### src/rtl/cau_pkg.sv
package cau_pkg;

  localparam int DATA_WIDTH = 32;
  localparam int FRAC_BITS  = 16;
  localparam int RATIO_BITS = 30;

  localparam logic [2:0] OP_ADD  = 3'd0;
  localparam logic [2:0] OP_SUB  = 3'd1;
  localparam logic [2:0] OP_MUL  = 3'd2;
  localparam logic [2:0] OP_DIV  = 3'd3;
  localparam logic [2:0] OP_MAG  = 3'd4;
  localparam logic [2:0] OP_SQRT = 3'd5;

  typedef struct packed {
    logic [2:0]                   op;
    logic signed [DATA_WIDTH-1:0] a_re;
    logic signed [DATA_WIDTH-1:0] a_im;
    logic signed [DATA_WIDTH-1:0] b_re;
    logic signed [DATA_WIDTH-1:0] b_im;
  } cau_cmd_t;

  typedef struct packed {
    logic signed [DATA_WIDTH-1:0] res_re;
    logic signed [DATA_WIDTH-1:0] res_im;
    logic                         overflow;
    logic                         div_zero;
  } cau_res_t;

endpackage

### src/rtl/cau_sqrt.sv
module cau_sqrt
  import cau_pkg::*;
#(
  parameter int RW = DATA_WIDTH
) (
  input  logic            clk,
  input  logic [2*RW-1:0] rad,
  output logic [RW-1:0]   root
);

  // one root bit per stage, floor result
  logic [RW:0]     rem_r  [RW];
  logic [2*RW-1:0] x_r    [RW];
  logic [RW-1:0]   root_r [RW];
  logic [RW:0]     rem_next  [RW];
  logic [2*RW-1:0] x_next    [RW];
  logic [RW-1:0]   root_next [RW];

  always_comb begin
    logic [RW:0]     rem_src;
    logic [2*RW-1:0] x_src;
    logic [RW-1:0]   root_src;
    logic [RW+2:0]   sh;
    logic [RW+2:0]   trial;
    logic [RW+2:0]   diff;
    logic            ge;
    for (int i = 0; i < RW; i++) begin
      if (i == 0) begin
        rem_src  = '0;
        x_src    = rad;
        root_src = '0;
      end else begin
        rem_src  = rem_r[i-1];
        x_src    = x_r[i-1];
        root_src = root_r[i-1];
      end
      sh    = {rem_src, x_src[2*RW-1 -: 2]};
      trial = {1'b0, root_src, 2'b01};
      diff  = sh - trial;
      ge    = (sh >= trial);
      rem_next[i]  = ge ? diff[RW:0] : sh[RW:0];
      x_next[i]    = x_src << 2;
      root_next[i] = {root_src[RW-2:0], ge};
    end
  end

  always_ff @(posedge clk) begin
    for (int i = 0; i < RW; i++) begin
      rem_r[i]  <= rem_next[i];
      x_r[i]    <= x_next[i];
      root_r[i] <= root_next[i];
    end
  end

  assign root = root_r[RW-1];

endmodule

### config.mk
export PLATFORM = sky130hd
export DESIGN_NAME = cau_sqrt
export DESIGN_NICKNAME = d
export VERILOG_FILES = /design/src/rtl/cau_pkg.sv /design/src/rtl/cau_sqrt.sv
export SDC_FILE = /design/constraint.sdc
export NUM_CORES = 2
export LEC_CHECK = 0
export BUFFER_PORTS_ARGS = -buffer_cell sky130_fd_sc_hd__buf_2
export CAP_MARGIN = 20
export CORE_MARGIN = 5
export CORE_UTILIZATION = 40
export DETAILED_ROUTE_END_ITERATION = 16
export PLACE_DENSITY_LB_ADDON = 0.1
export SYNTH_ARGS = -nofsm -noshare
export SYNTH_HDL_FRONTEND = slang
export SYNTH_MEMORY_MAX_BITS = 65536
export SYNTH_SLANG_ARGS = --single-unit
### constraint.sdc
create_clock -name clk -period 7.6 [get_ports clk]
set_input_delay 1.52 -clock clk [delete_from_list [all_inputs] [get_ports clk]]
set_output_delay 1.52 -clock clk [all_outputs]
set_load 0.02 [all_outputs]
### Word-level counts from Yosys, hierarchy flattened

Memories as Yosys holds them, arrays and structs flattened.
Cells that the tools add are included.

* input port bits: 65
* logic and storage cells: 99
* bits in latches: 0
* output and inout port bits: 32
* bits in read-only memories: 0
* bits in writable memories: 4064
* register bits: 0
* memories kept: 3

* eq/ne operators: 0
* multipliers: 0
* bitwise logic cells: 0
* multiplexer cells: 32
* divide/modulo/power cells: 0
* add/sub/neg operators: 32
* reduce and logical (&&, ||, !) cells: 0
* magnitude comparators: 32
* shifts and indexed selects: 0

Memories
* x_r: words 32, bits a word 62, rd ports 31, clocked after memory_dff 0, wr ports 32, line cau_sqrt.sv:13 `logic [2*RW-1:0] x_r [RW];`
* rem_r: words 32, bits a word 33, rd ports 31, clocked after memory_dff 0, wr ports 32, line cau_sqrt.sv:12 `logic [RW:0] rem_r [RW];`
* root_r: words 32, bits a word 32, rd ports 32, clocked after memory_dff 0, wr ports 32, line cau_sqrt.sv:14 `logic [RW-1:0] root_r [RW];`

Operator list (count)
* 35-bit by 34-bit >= comparator with 1-bit output: 31
* 33-bit two-way mux: 32
* 33-bit subtractor: 31
* 2-bit by 1-bit subtractor with 3-bit output, second input constant: 1
* 2-bit by 1-bit >= comparator with 1-bit output, second input constant: 1

### Logic depth before layout (Yosys ltp)

An unclocked memory read counts as a cell.

* depth in word-level cells: 3
* mapped depth: 15
* mapped depth without buffers: 14

### Worst setup path after synthesis

OpenSTA, ideal clock, no wires.

* path type: reg2reg
* start: memory root_r[0][320] (netlist bit)
* end: memory rem_r[0][386] (netlist bit)
* path buffers: 1
* required time: 7467 ps
* cell stages (with the launch flop): 14
* library setup time: 133 ps
* slack: 4334 ps
* clock period less this slack: 3266 ps
* data arrival time: 3133 ps
* cell sequence: dfxtp_1 inv_1 ha_1 o21a_1 o21ai_0 a21o_1 a31oi_1 o31a_1 o21ai_0 or4b_2 or2_2 clkbuf_1 o41ai_1 o21ai_0

RTL lines (line)
* start: declaration: cau_sqrt.sv:14
* end: declaration: cau_sqrt.sv:12

==> results.yml <==
status:
  status: "finished clean"
grt:
  gr-total-overflow: 0
  grt_pass1_wl_microns: 321000
  gr-usage-all-layers_pct: 16.7
  grt_pass1_vias: 60100
  antenna_found_initial: 3
  grt_max_degree: 62
cells_and_area:
  final_cell_area_sq_mm: 0.104
  multi_input_area_sq_mm: 0.0376
  area_delta_synth_final_pct: 14.4
  layout.nets: 9814
  fin_cells: 12400
  fill_cells: 21200
  regArea_sq_mm: 0.0499
  drive_gt1_share_pct: 7.71
  fin_util_pct: 46.1
  final_cell_mix: "dfxtp_1 (2495), inv_1 (708), nand2_1 (618), nor2_1 (615), ha_1 (561)"
  final_common_cell: "dfxtp_1"
pwr:
  p_int_mw: 25.9
  p_leak_nw: 48.6
  p_seq_share_pct: 47.2
  finalPower_mw: 35.8
  power_density_mw_per_mm2: 345
  p_sw_share_pct: 27.6
  ir_drop_mv: 0.226
  switching_power_mw: 9.91
  p_comb_share_pct: 15.8
  pwr-share-clk_pct: 36.9
detailed_routing:
  dr.pass1.iters: 5
  vias: 60600
  drt_iter0_markers: 3297
  wl_per_cell_microns: 16.3
  drcViolationCount: 0
  vias_per_cell: 4.90
  ant_nets: 0
  drt_wl_total_microns: 201000
placement:
  io_buffers: 96
  dp_slack_ns: 2.76
  place_area_sq_mm: 0.0946
  hpwl_microns: 154000
  place_congestion: 0.850
  dp_cells: 11900
clock_network:
  ctsResizeCount: 0
  cts_buffers: 283
  insertion_delay_ns: 0.90
  cts_setup_buffers: 0
  cts_tree: "built"
  clock_sinks: 2495
  cts_max_level: 5
  cts_root_buf: "clkbuf_16"
  clockBufferDepth: 4
  holdBufCountCts: 0
  clkTransAtPathRegs_ns: 0.06
yosys:
  synth_seq_cells: 2495
  synth_area_per_cell_sq_um: 10.1
  synth_area_leaders: "dfxtp_1 (55%), ha_1 (7.7%), xnor2_1 (4.0%)"
  synth_warnings: 0
  ys_seq_area_share_pct: 55.1
  synth_edf_count: 0
  async_reset_ff_share_pct: 0
  yosysUniqueCellTypes: 85
  synth_ff_type: "dfxtp_1"
  syn-instance-count: 8945
  synth.largest_area_cell: "dfxtp_1"
  syn_area_sq_mm: 0.0907
  yosys.area.top_type_share_pct: 55.1
  syn_nets: 9571
die:
  num_rows: 174
  dieWidth_microns: 486
  initial_core_util_pct: 40.3
  dieHeight_microns: 486
  die-area_sq_mm: 0.236
  coreArea_sq_mm: 0.225
  pin_count: 97
sta:
  finalCriticalPeriod_ns: 4.80
  worstMarginPinSlew_ns: 1.18
  drv_slew: 0
  setup_viol: 0
  final_hold_viol_count: 0
  clock_skew_ns: 0.0555
  tns_ns: 0
  timing.slew.headroom_pct: 20.6
  grt_setup_unrepaired: "false"
  hold_slack_ns: 0.280
  layout_setup_ws_ns: 2.80
  finalCritPeriodShare_pct: 63.2
  clock.fmax_mhz: 208
flow_run:
  max-cap-violations: 0
worst_setup_path:
  reg2regPathDepth: 14
  cp-start-kind: "register"
  critPathLaunch: "root_r[0][390]"
  required_ns: 8.34
  r2r_start: "root_r[0][390]"
  arrival_ns: 5.54
  cp_max_fo: 19
  crit_type: "register to register"
  endpoint_kind: "register"
hold_path:
  hold_depth: 0
  hp-start: "x_r[0][531]"
  hold_class: "register to register"
## power groups by stage
stage	registers [mW]	clock network [mW]	logic (mW)
floorplan	16.5	0	4.45
global placement	17.3	0	5.61
detailed placement	17.3	0	5.68
CTS	17.0	13.7	5.71
global route	17.2	14.3	6.41
finish	16.9	13.2	5.67
## path summary, 6_finish.rpt
path / endpoint / slack [ns]
max: rem_r[0][447] / 2.80
min: x_r[0][595] / 0.28
max reg2reg: rem_r[0][447] / 2.80
min reg2reg: x_r[0][595] / 0.28
## metal layers
| metal | up-vias | GRT usage, % | wire length, microns |
|---|---|---|---|
| li1 | 31000 | - | - |
| met2 | 1025 | 29.2 | 97200 |
| met3 | 408 | 2.48 | 7580 |
| met5 | - | 0 | 0 |
| met4 | 0 | 5.73 | 6560 |
| met1 | 28100 | 21.1 | 90000 |
## state kept, by name, summed over array words and instances (netlist names)
signal and cells:
rem_r 975, root_r 528, x_r 992
## critical path, cell delays in order, from the launching register on
cell and delay [ns]:
dfxtp_1 0.33, inv_1 0.05, ha_1 0.36, a21o_1 0.20, a21oi_1 0.16, nor2b_1 0.08
or4_1 0.39, nor3_1 0.23, o31a_1 0.28, nand2_1 0.13, nor2_1 0.78, clkinv_1 0.81
and3b_1 0.52, and3b_1 0.23, xor2_1 0.13
## Yosys cell counts (31+ instances only)
cell and n:
ha_1 561, a21o_1 229, nor4_1 105, dfxtp_1 2495, or2_2 38, inv_1 708
nand2_1 618, nor2b_1 76, a21boi_0 33, xor2_1 372, o21a_1 94, and2_1 31
nand2b_1 104, and3_1 55, nand3_1 145, clkbuf_1 148, a211oi_1 41, o21ai_0 463
a21oi_1 544, a31oi_1 46, or4_1 69, o21bai_1 53, or3_1 87, o31ai_1 60
nor3_1 227, nor2_1 616, xnor2_1 411, mux2_2 82, nand4_1 94
## cells by family (layout without fill, tap and decap cells)
logic type               count (synthesis)  after routing  synth area share, %
buffers and inverters                  875           1310                 3.63
multiplexers                           105            105                 1.27
flip-flops                            2495           2495                 55.1
adder cells (fa/ha/maj)                561            561                 7.74
XOR/XNOR                               783            783                 7.56
other                                    1              4              0.00413
AO/OA/AOI/OAI                         1776           1776                 12.1
AND/OR/NAND/NOR                       2349           2349                 12.6
## cell type report
| cell class | count | share of cell area (%) |
|---|---|---|
| Antenna cell | 3 | 0.00723 |
| Clock buffer | 384 | 7.77 |
| Clock inverter | 93 | 1.06 |
| Inverter | 713 | 2.58 |
| Multi-Input combinational cell | 5575 | 36.2 |
| Sequential cell | 2495 | 48.1 |
| Tap cell | 2992 | 3.61 |
| Timing Repair Buffer | 120 | 0.644 |
Power figures use the tool's default switching activity.
