<file path="src/rtl/cau_pkg.sv">
package cau_pkg;

  localparam int DATA_WIDTH = 32;
  localparam int FRAC_BITS  = 16;
  localparam int RATIO_BITS = 30;

  localparam logic [2:0] OP_ADD  = 3'd0;
  localparam logic [2:0] OP_SUB  = 3'd1;
  localparam logic [2:0] OP_MUL  = 3'd2;
  localparam logic [2:0] OP_DIV  = 3'd3;
  localparam logic [2:0] OP_MAG  = 3'd4;
  localparam logic [2:0] OP_SQRT = 3'd5;

  typedef struct packed {
    logic [2:0]                   op;
    logic signed [DATA_WIDTH-1:0] a_re;
    logic signed [DATA_WIDTH-1:0] a_im;
    logic signed [DATA_WIDTH-1:0] b_re;
    logic signed [DATA_WIDTH-1:0] b_im;
  } cau_cmd_t;

  typedef struct packed {
    logic signed [DATA_WIDTH-1:0] res_re;
    logic signed [DATA_WIDTH-1:0] res_im;
    logic                         overflow;
    logic                         div_zero;
  } cau_res_t;

endpackage

</file>
<file path="src/rtl/cau_div.sv">
module cau_div
  import cau_pkg::*;
#(
  parameter int DW = DATA_WIDTH,
  parameter int QW = DATA_WIDTH
) (
  input  logic          clk,
  input  logic [DW-1:0] rem_in,
  input  logic [QW-1:0] bits_in,
  input  logic [DW-1:0] div_in,
  output logic [QW-1:0] quo
);

  // one quotient bit per stage, restoring
  logic [DW-1:0] rem_r  [QW];
  logic [DW-1:0] dv_r   [QW];
  logic [QW-1:0] bits_r [QW];
  logic [QW-1:0] q_r    [QW];
  logic [DW-1:0] rem_next  [QW];
  logic [DW-1:0] dv_next   [QW];
  logic [QW-1:0] bits_next [QW];
  logic [QW-1:0] q_next    [QW];

  always_comb begin
    logic [DW-1:0] rem_src;
    logic [DW-1:0] dv_src;
    logic [QW-1:0] bits_src;
    logic [QW-1:0] q_src;
    logic [DW:0]   sh;
    logic [DW:0]   diff;
    logic          ge;
    for (int i = 0; i < QW; i++) begin
      if (i == 0) begin
        rem_src  = rem_in;
        dv_src   = div_in;
        bits_src = bits_in;
        q_src    = '0;
      end else begin
        rem_src  = rem_r[i-1];
        dv_src   = dv_r[i-1];
        bits_src = bits_r[i-1];
        q_src    = q_r[i-1];
      end
      sh   = {rem_src, bits_src[QW-1]};
      diff = sh - {1'b0, dv_src};
      ge   = (sh >= {1'b0, dv_src});
      rem_next[i]  = ge ? diff[DW-1:0] : sh[DW-1:0];
      dv_next[i]   = dv_src;
      bits_next[i] = bits_src << 1;
      q_next[i]    = {q_src[QW-2:0], ge};
    end
  end

  always_ff @(posedge clk) begin
    for (int i = 0; i < QW; i++) begin
      rem_r[i]  <= rem_next[i];
      dv_r[i]   <= dv_next[i];
      bits_r[i] <= bits_next[i];
      q_r[i]    <= q_next[i];
    end
  end

  assign quo = q_r[QW-1];

endmodule

</file>
<file path="config.mk">
export PLATFORM = sky130hd
export DESIGN_NAME = cau_div
export DESIGN_NICKNAME = d
export VERILOG_FILES = /design/src/rtl/cau_pkg.sv /design/src/rtl/cau_div.sv
export SDC_FILE = /design/constraint.sdc
export NUM_CORES = 2
export LEC_CHECK = 0
export BUFFER_PORTS_ARGS = -buffer_cell sky130_fd_sc_hd__clkbuf_2
export CAP_MARGIN = 20
export CELL_PAD_IN_SITES_DETAIL_PLACEMENT = 1
export CELL_PAD_IN_SITES_GLOBAL_PLACEMENT = 1
export CORE_MARGIN = 2
export CORE_UTILIZATION = 50
export CTS_CLUSTER_SIZE = 10
export DETAILED_ROUTE_END_ITERATION = 8
export GPL_TIMING_DRIVEN = 0
export HOLD_SLACK_MARGIN = 0.08
export PLACE_DENSITY = 0.78
export SLEW_MARGIN = 20
export SYNTH_ARGS = -nofsm -noshare
export SYNTH_HDL_FRONTEND = slang
export SYNTH_SLANG_ARGS = --single-unit
</file>
<file path="constraint.sdc">
create_clock -name clk -period 4.1 [get_ports clk]
set_input_delay 0.82 -clock clk [delete_from_list [all_inputs] [get_ports clk]]
set_output_delay 0.82 -clock clk [all_outputs]
set_load 0.01 [all_outputs]
</file>
After elaboration in Yosys (flattened, before gate mapping):

Memories as Yosys holds them, arrays and structs flattened.
Index checks and enable logic that the tools add are counted.

* $add $sub $neg: 32
* multiplexer cells: 32
* order comparisons: 32

Operators with widths (count)
* $ge A33 B32 Y1: 32
* $mux W32: 32
* $sub A32 B32 Y32: 32

* input port bits: 97
* flip-flop bits (word level): 0
* logic and storage cells: 100
* memories kept: 4
* RAM bits: 4064

Memories
* dv_r: depth 32, bits a word 32, rd ports 31, clocked after Yosys merged registers in 0, wr ports 32, RTL line cau_div.sv:16 `logic [DW-1:0] dv_r [QW];`
* q_r: depth 32, bits a word 32, rd ports 32, clocked after Yosys merged registers in 0, wr ports 32, RTL line cau_div.sv:18 `logic [QW-1:0] q_r [QW];`
* rem_r: depth 32, bits a word 32, rd ports 31, clocked after Yosys merged registers in 0, wr ports 32, RTL line cau_div.sv:15 `logic [DW-1:0] rem_r [QW];`
* bits_r: depth 32, bits a word 31, rd ports 31, clocked after Yosys merged registers in 0, wr ports 32, RTL line cau_div.sv:17 `logic [QW-1:0] bits_r [QW];`

Depth between registers and ports, before layout:

An unclocked memory read counts as a cell.

* word-level depth: 3
* gate-level depth with buffers: 15
* gate-level depth less buffers: 13

Least setup slack after synthesis:

No wires, ideal clock.

* kind: input-to-reg
* start point: in div_in[10]
* end point: mem rem_r[0][24] (netlist bit)
* library setup time: 0.121 ns
* stages: 12
* setup slack: 0.548 ns
* required time: 3.979 ns
* path buffers: 1
* data arrival time: 3.431 ns
* cells stage by stage: inv_1 > ha_1 > nand2_1 > nor3b_1 > o311ai_0 > nand2_1 > a221o_1 > nand4_1 > o31a_1 > a21oi_1 > clkbuf_1 > mux2_2

RTL lines
* start, declared: RTL line cau_div.sv:10 `input logic [DW-1:0] div_in,`
* end, declared: RTL line cau_div.sv:15

==> results.ini <==
[run_status]
status=complete, no violations

[cts]
cts_max_level=5
cts.reportedPaths.clkPinSlew_ns=0.05
clock-sinks=3008
worst_skew_pair.late_latency_ns=1.00
cts_tree=yes
cts.root.buffer_cell=clkbuf_16
cts_buffer_depth=4
cts_inserted_buffers=363

[die]
die_y_um=505.0
die_area_um2=255000
die_w_um=505.0
initial_core_util_pct=50.37
rows=183
core_um2=249100
ios=129

[synthesis]
synth.distinct_cells=89
yosys_warnings=0
synth_ff_type=dfxtp_1
ys_async_sr_fraction_pct=0
ys_ff_latch=3008
syn_inst=12900
synth_edf_count=0
ys_seq_area_share_pct=47.99
syn_nets=14050
syn_avg_cell_area_um2=9.726
syn_area_um2=125500

[drt]
drt_drc_violations_left=0
ant_nets=0
viasPerCell=5.600
num_vias=94660
firstDrtPassIters=6
wl_per_cell_um=21.24
wirelength_um=359000
first_iter_violations=5187

[timing]
worst_slew_pin_slew_ns=1.088
setup_violations=0
period_minus_slack_ns=3.982
slew_viol_final=0
fmax_ghz=0.2511
hold_viol=0
period_share_pct=97.12
setup_ws_ns=0.1180
finClkSkew_ns=0.09186
slew_headroom_pct=26.42

[placed_design]
dpl_worst_slack_ns=-0.9413
finalWeightedCongestion=0.9051
port_buffers=128
dp_hpwl_um=275100
dp.cells=16360

[worst_setup_path]
reg2reg_depth=12
cp-end-kind=flop
cp-start-kind=flop
critPathMaxFanout=3
critPathRequiredTime_ns=4.88
r2r_slack_ns=0.12
crit_arrival_ns=4.76
critPathKind=flop to flop

[power_and_ir_drop]
ir_drop_mv=0.5299
pwr_density_cell_nw_per_um2=970.5
p_leak_nw=65.17

[global_route]
grt_pass1_wl_um=563600
grt_start_max_net_pins=19
grt_overflow=0
grt_usage_pct=27.47
grt_pass1_vias=101200
antenna_found_initial=13

[cells_and_area]
final_core_util_pct=56.89
areaGrowthSynthToFinish_pct=12.94
nNetsFinal=14640
n_fill_cell=27590
final_cell_count_no_fill=16900
layout-drive-gt1-share_pct=9.214

[hold_path]
hp-class=input port to flop
whs_path_depth=2

[run]
maxCapViolations=0

==> what timing repair did <==
action,4_1_cts,5_1_grt
hold buffers,70,0
gates resized for setup,87,129
hold endpoints to repair,70,0
cloned,0,1
pin swaps,5,14
setup endpoints to repair,684,702
setup buffers,9,14
==> area by class of cell <==
cell class	count	area, µm²	area share [%]
clock buffer	415	9513	6.712
tap	3330	4167	2.940
antenna	7	17.52	0.01236
buffer	323	1418	1.000
timing repair buffer	221	1514	1.068
clock inverter	31	431.7	0.3046
multi-input combinational	8284	59630	42.07
inverter	1284	4820	3.401
sequential	3008	60220	42.49
==> path summary, 6_finish.rpt <==
kind | startpoint | to
hold reg to reg | q_r[1][99]$_DFF_P_ | q_r[1][132]$_DFF_P_
setup / recovery | dv_r[1][65]$_DFF_P_ | rem_r[1][127]$_DFF_P_
setup reg to reg | dv_r[1][65]$_DFF_P_ | rem_r[1][127]$_DFF_P_
hold / removal | rem_in[27] | rem_r[0][28]$_DFF_P_
==> stage by stage <==
step	hold WS [ns]	cell area, µm²	setup TNS [ns]	power, mW
global placement	0.3095	130300	-158.06	105.1
finish	0.1501	141700	0	137.5
detailed placement	0.3132	130300	-196.81	107.5
floorplan	0.3096	125500	0	88.57
CTS	0.08781	141300	0	137.1
global route	0.1225	141700	-0.05036	146.7
==> cells in the mapped netlist, drive strengths merged (28+ instances only) <==
cell type  number  area [µm²]
or3            40       250.2
nand3         207        1036
a31oi         113       713.2
xor2          324        2838
xnor2         500        4379
ha           1024       12810
and3           86       538.0
buf            62       309.0
a21oi        1038        5195
and2           43       269.0
o21a          138        1036
mux2i          41       410.4
o21ai         746        3737
o31a           45       394.1
a2111oi        28       245.2
fa             31       620.6
a211oi         83       628.1
nor3          124       625.6
a21o          526        3949
nor2          702        2635
o21bai        122       915.9
nand2b        102       638.1
mux2          454        5112
inv          1284        4820
nor4           33       206.5
clkbuf        265       994.7
a21boi         37       277.8
nor2b         124       775.7
dfxtp        3008       60220
o211ai         64       480.5
o31ai          74       565.5
nand2         854        3206
nand4         177        1107
==> cell families (layout without fill, tap and decap cells) <==
| family | after synthesis | after routing | synth area share, % |
|---|---|---|---|
| DFF | 3008 | 3008 | 47.99 |
| muxes | 495 | 495 | 4.401 |
| AOI/OAI and AO/OA | 3292 | 3293 | 16.50 |
| and+or+nand+nor | 2617 | 2617 | 9.773 |
| other | 0 | 7 | 0 |
| xor gates and xnor gates | 824 | 824 | 5.751 |
| buffers and inverters | 1611 | 2274 | 4.880 |
| adders and majority gates | 1055 | 1055 | 10.70 |
==> layer usage <==
metal,global-route usage [%],part of all wire [%]
met2,50.08,51
met1,33.52,43
met5,0,0.0036
met3,3.134,3.7
met4,8.691,3.1
==> registers in the layout, indices dropped and copies added (netlist names) <==
register and count:
dv_r 992, q_r 528, bits_r 496, rem_r 992
==> critical path: stages (launching register included) <==
cell and delay [ns]:
dfxtp_1 0.41, inv_1 0.08, ha_1 0.33, nand2b_1 0.11, a21oi_1 0.09, o31a_1 0.30
o31ai_1 0.46, a211oi_1 0.22, or2_2 0.34, o211a_1 0.28, o41ai_1 0.43, a21oi_1 0.13
o31ai_1 0.61
==> power breakdown <==
part           switching, mW  internal (mW)  leakage [nW]  total (mW)
logic                   38.5           27.4          34.9        65.9
registers               5.30           38.4          25.4        43.7
clock network           11.4           16.5          4.88        27.9
total                   55.3           82.3          65.2         138
==> layout by cell type, fill, tap and decap left out, types with 427 or more instances in the layout <==
cell type  Yosys  routed
dfxtp_1     3008    3006
inv_1       1283    1283
a21oi_1     1038    1035
ha_1        1024    1023
nand2_1      854     854
o21ai_0      733     724
nor2_1       702     702
a21o_1       526     525
xnor2_1      500     500
mux2_2       427     427
Note: power is estimated with default switching activity, not from simulation.
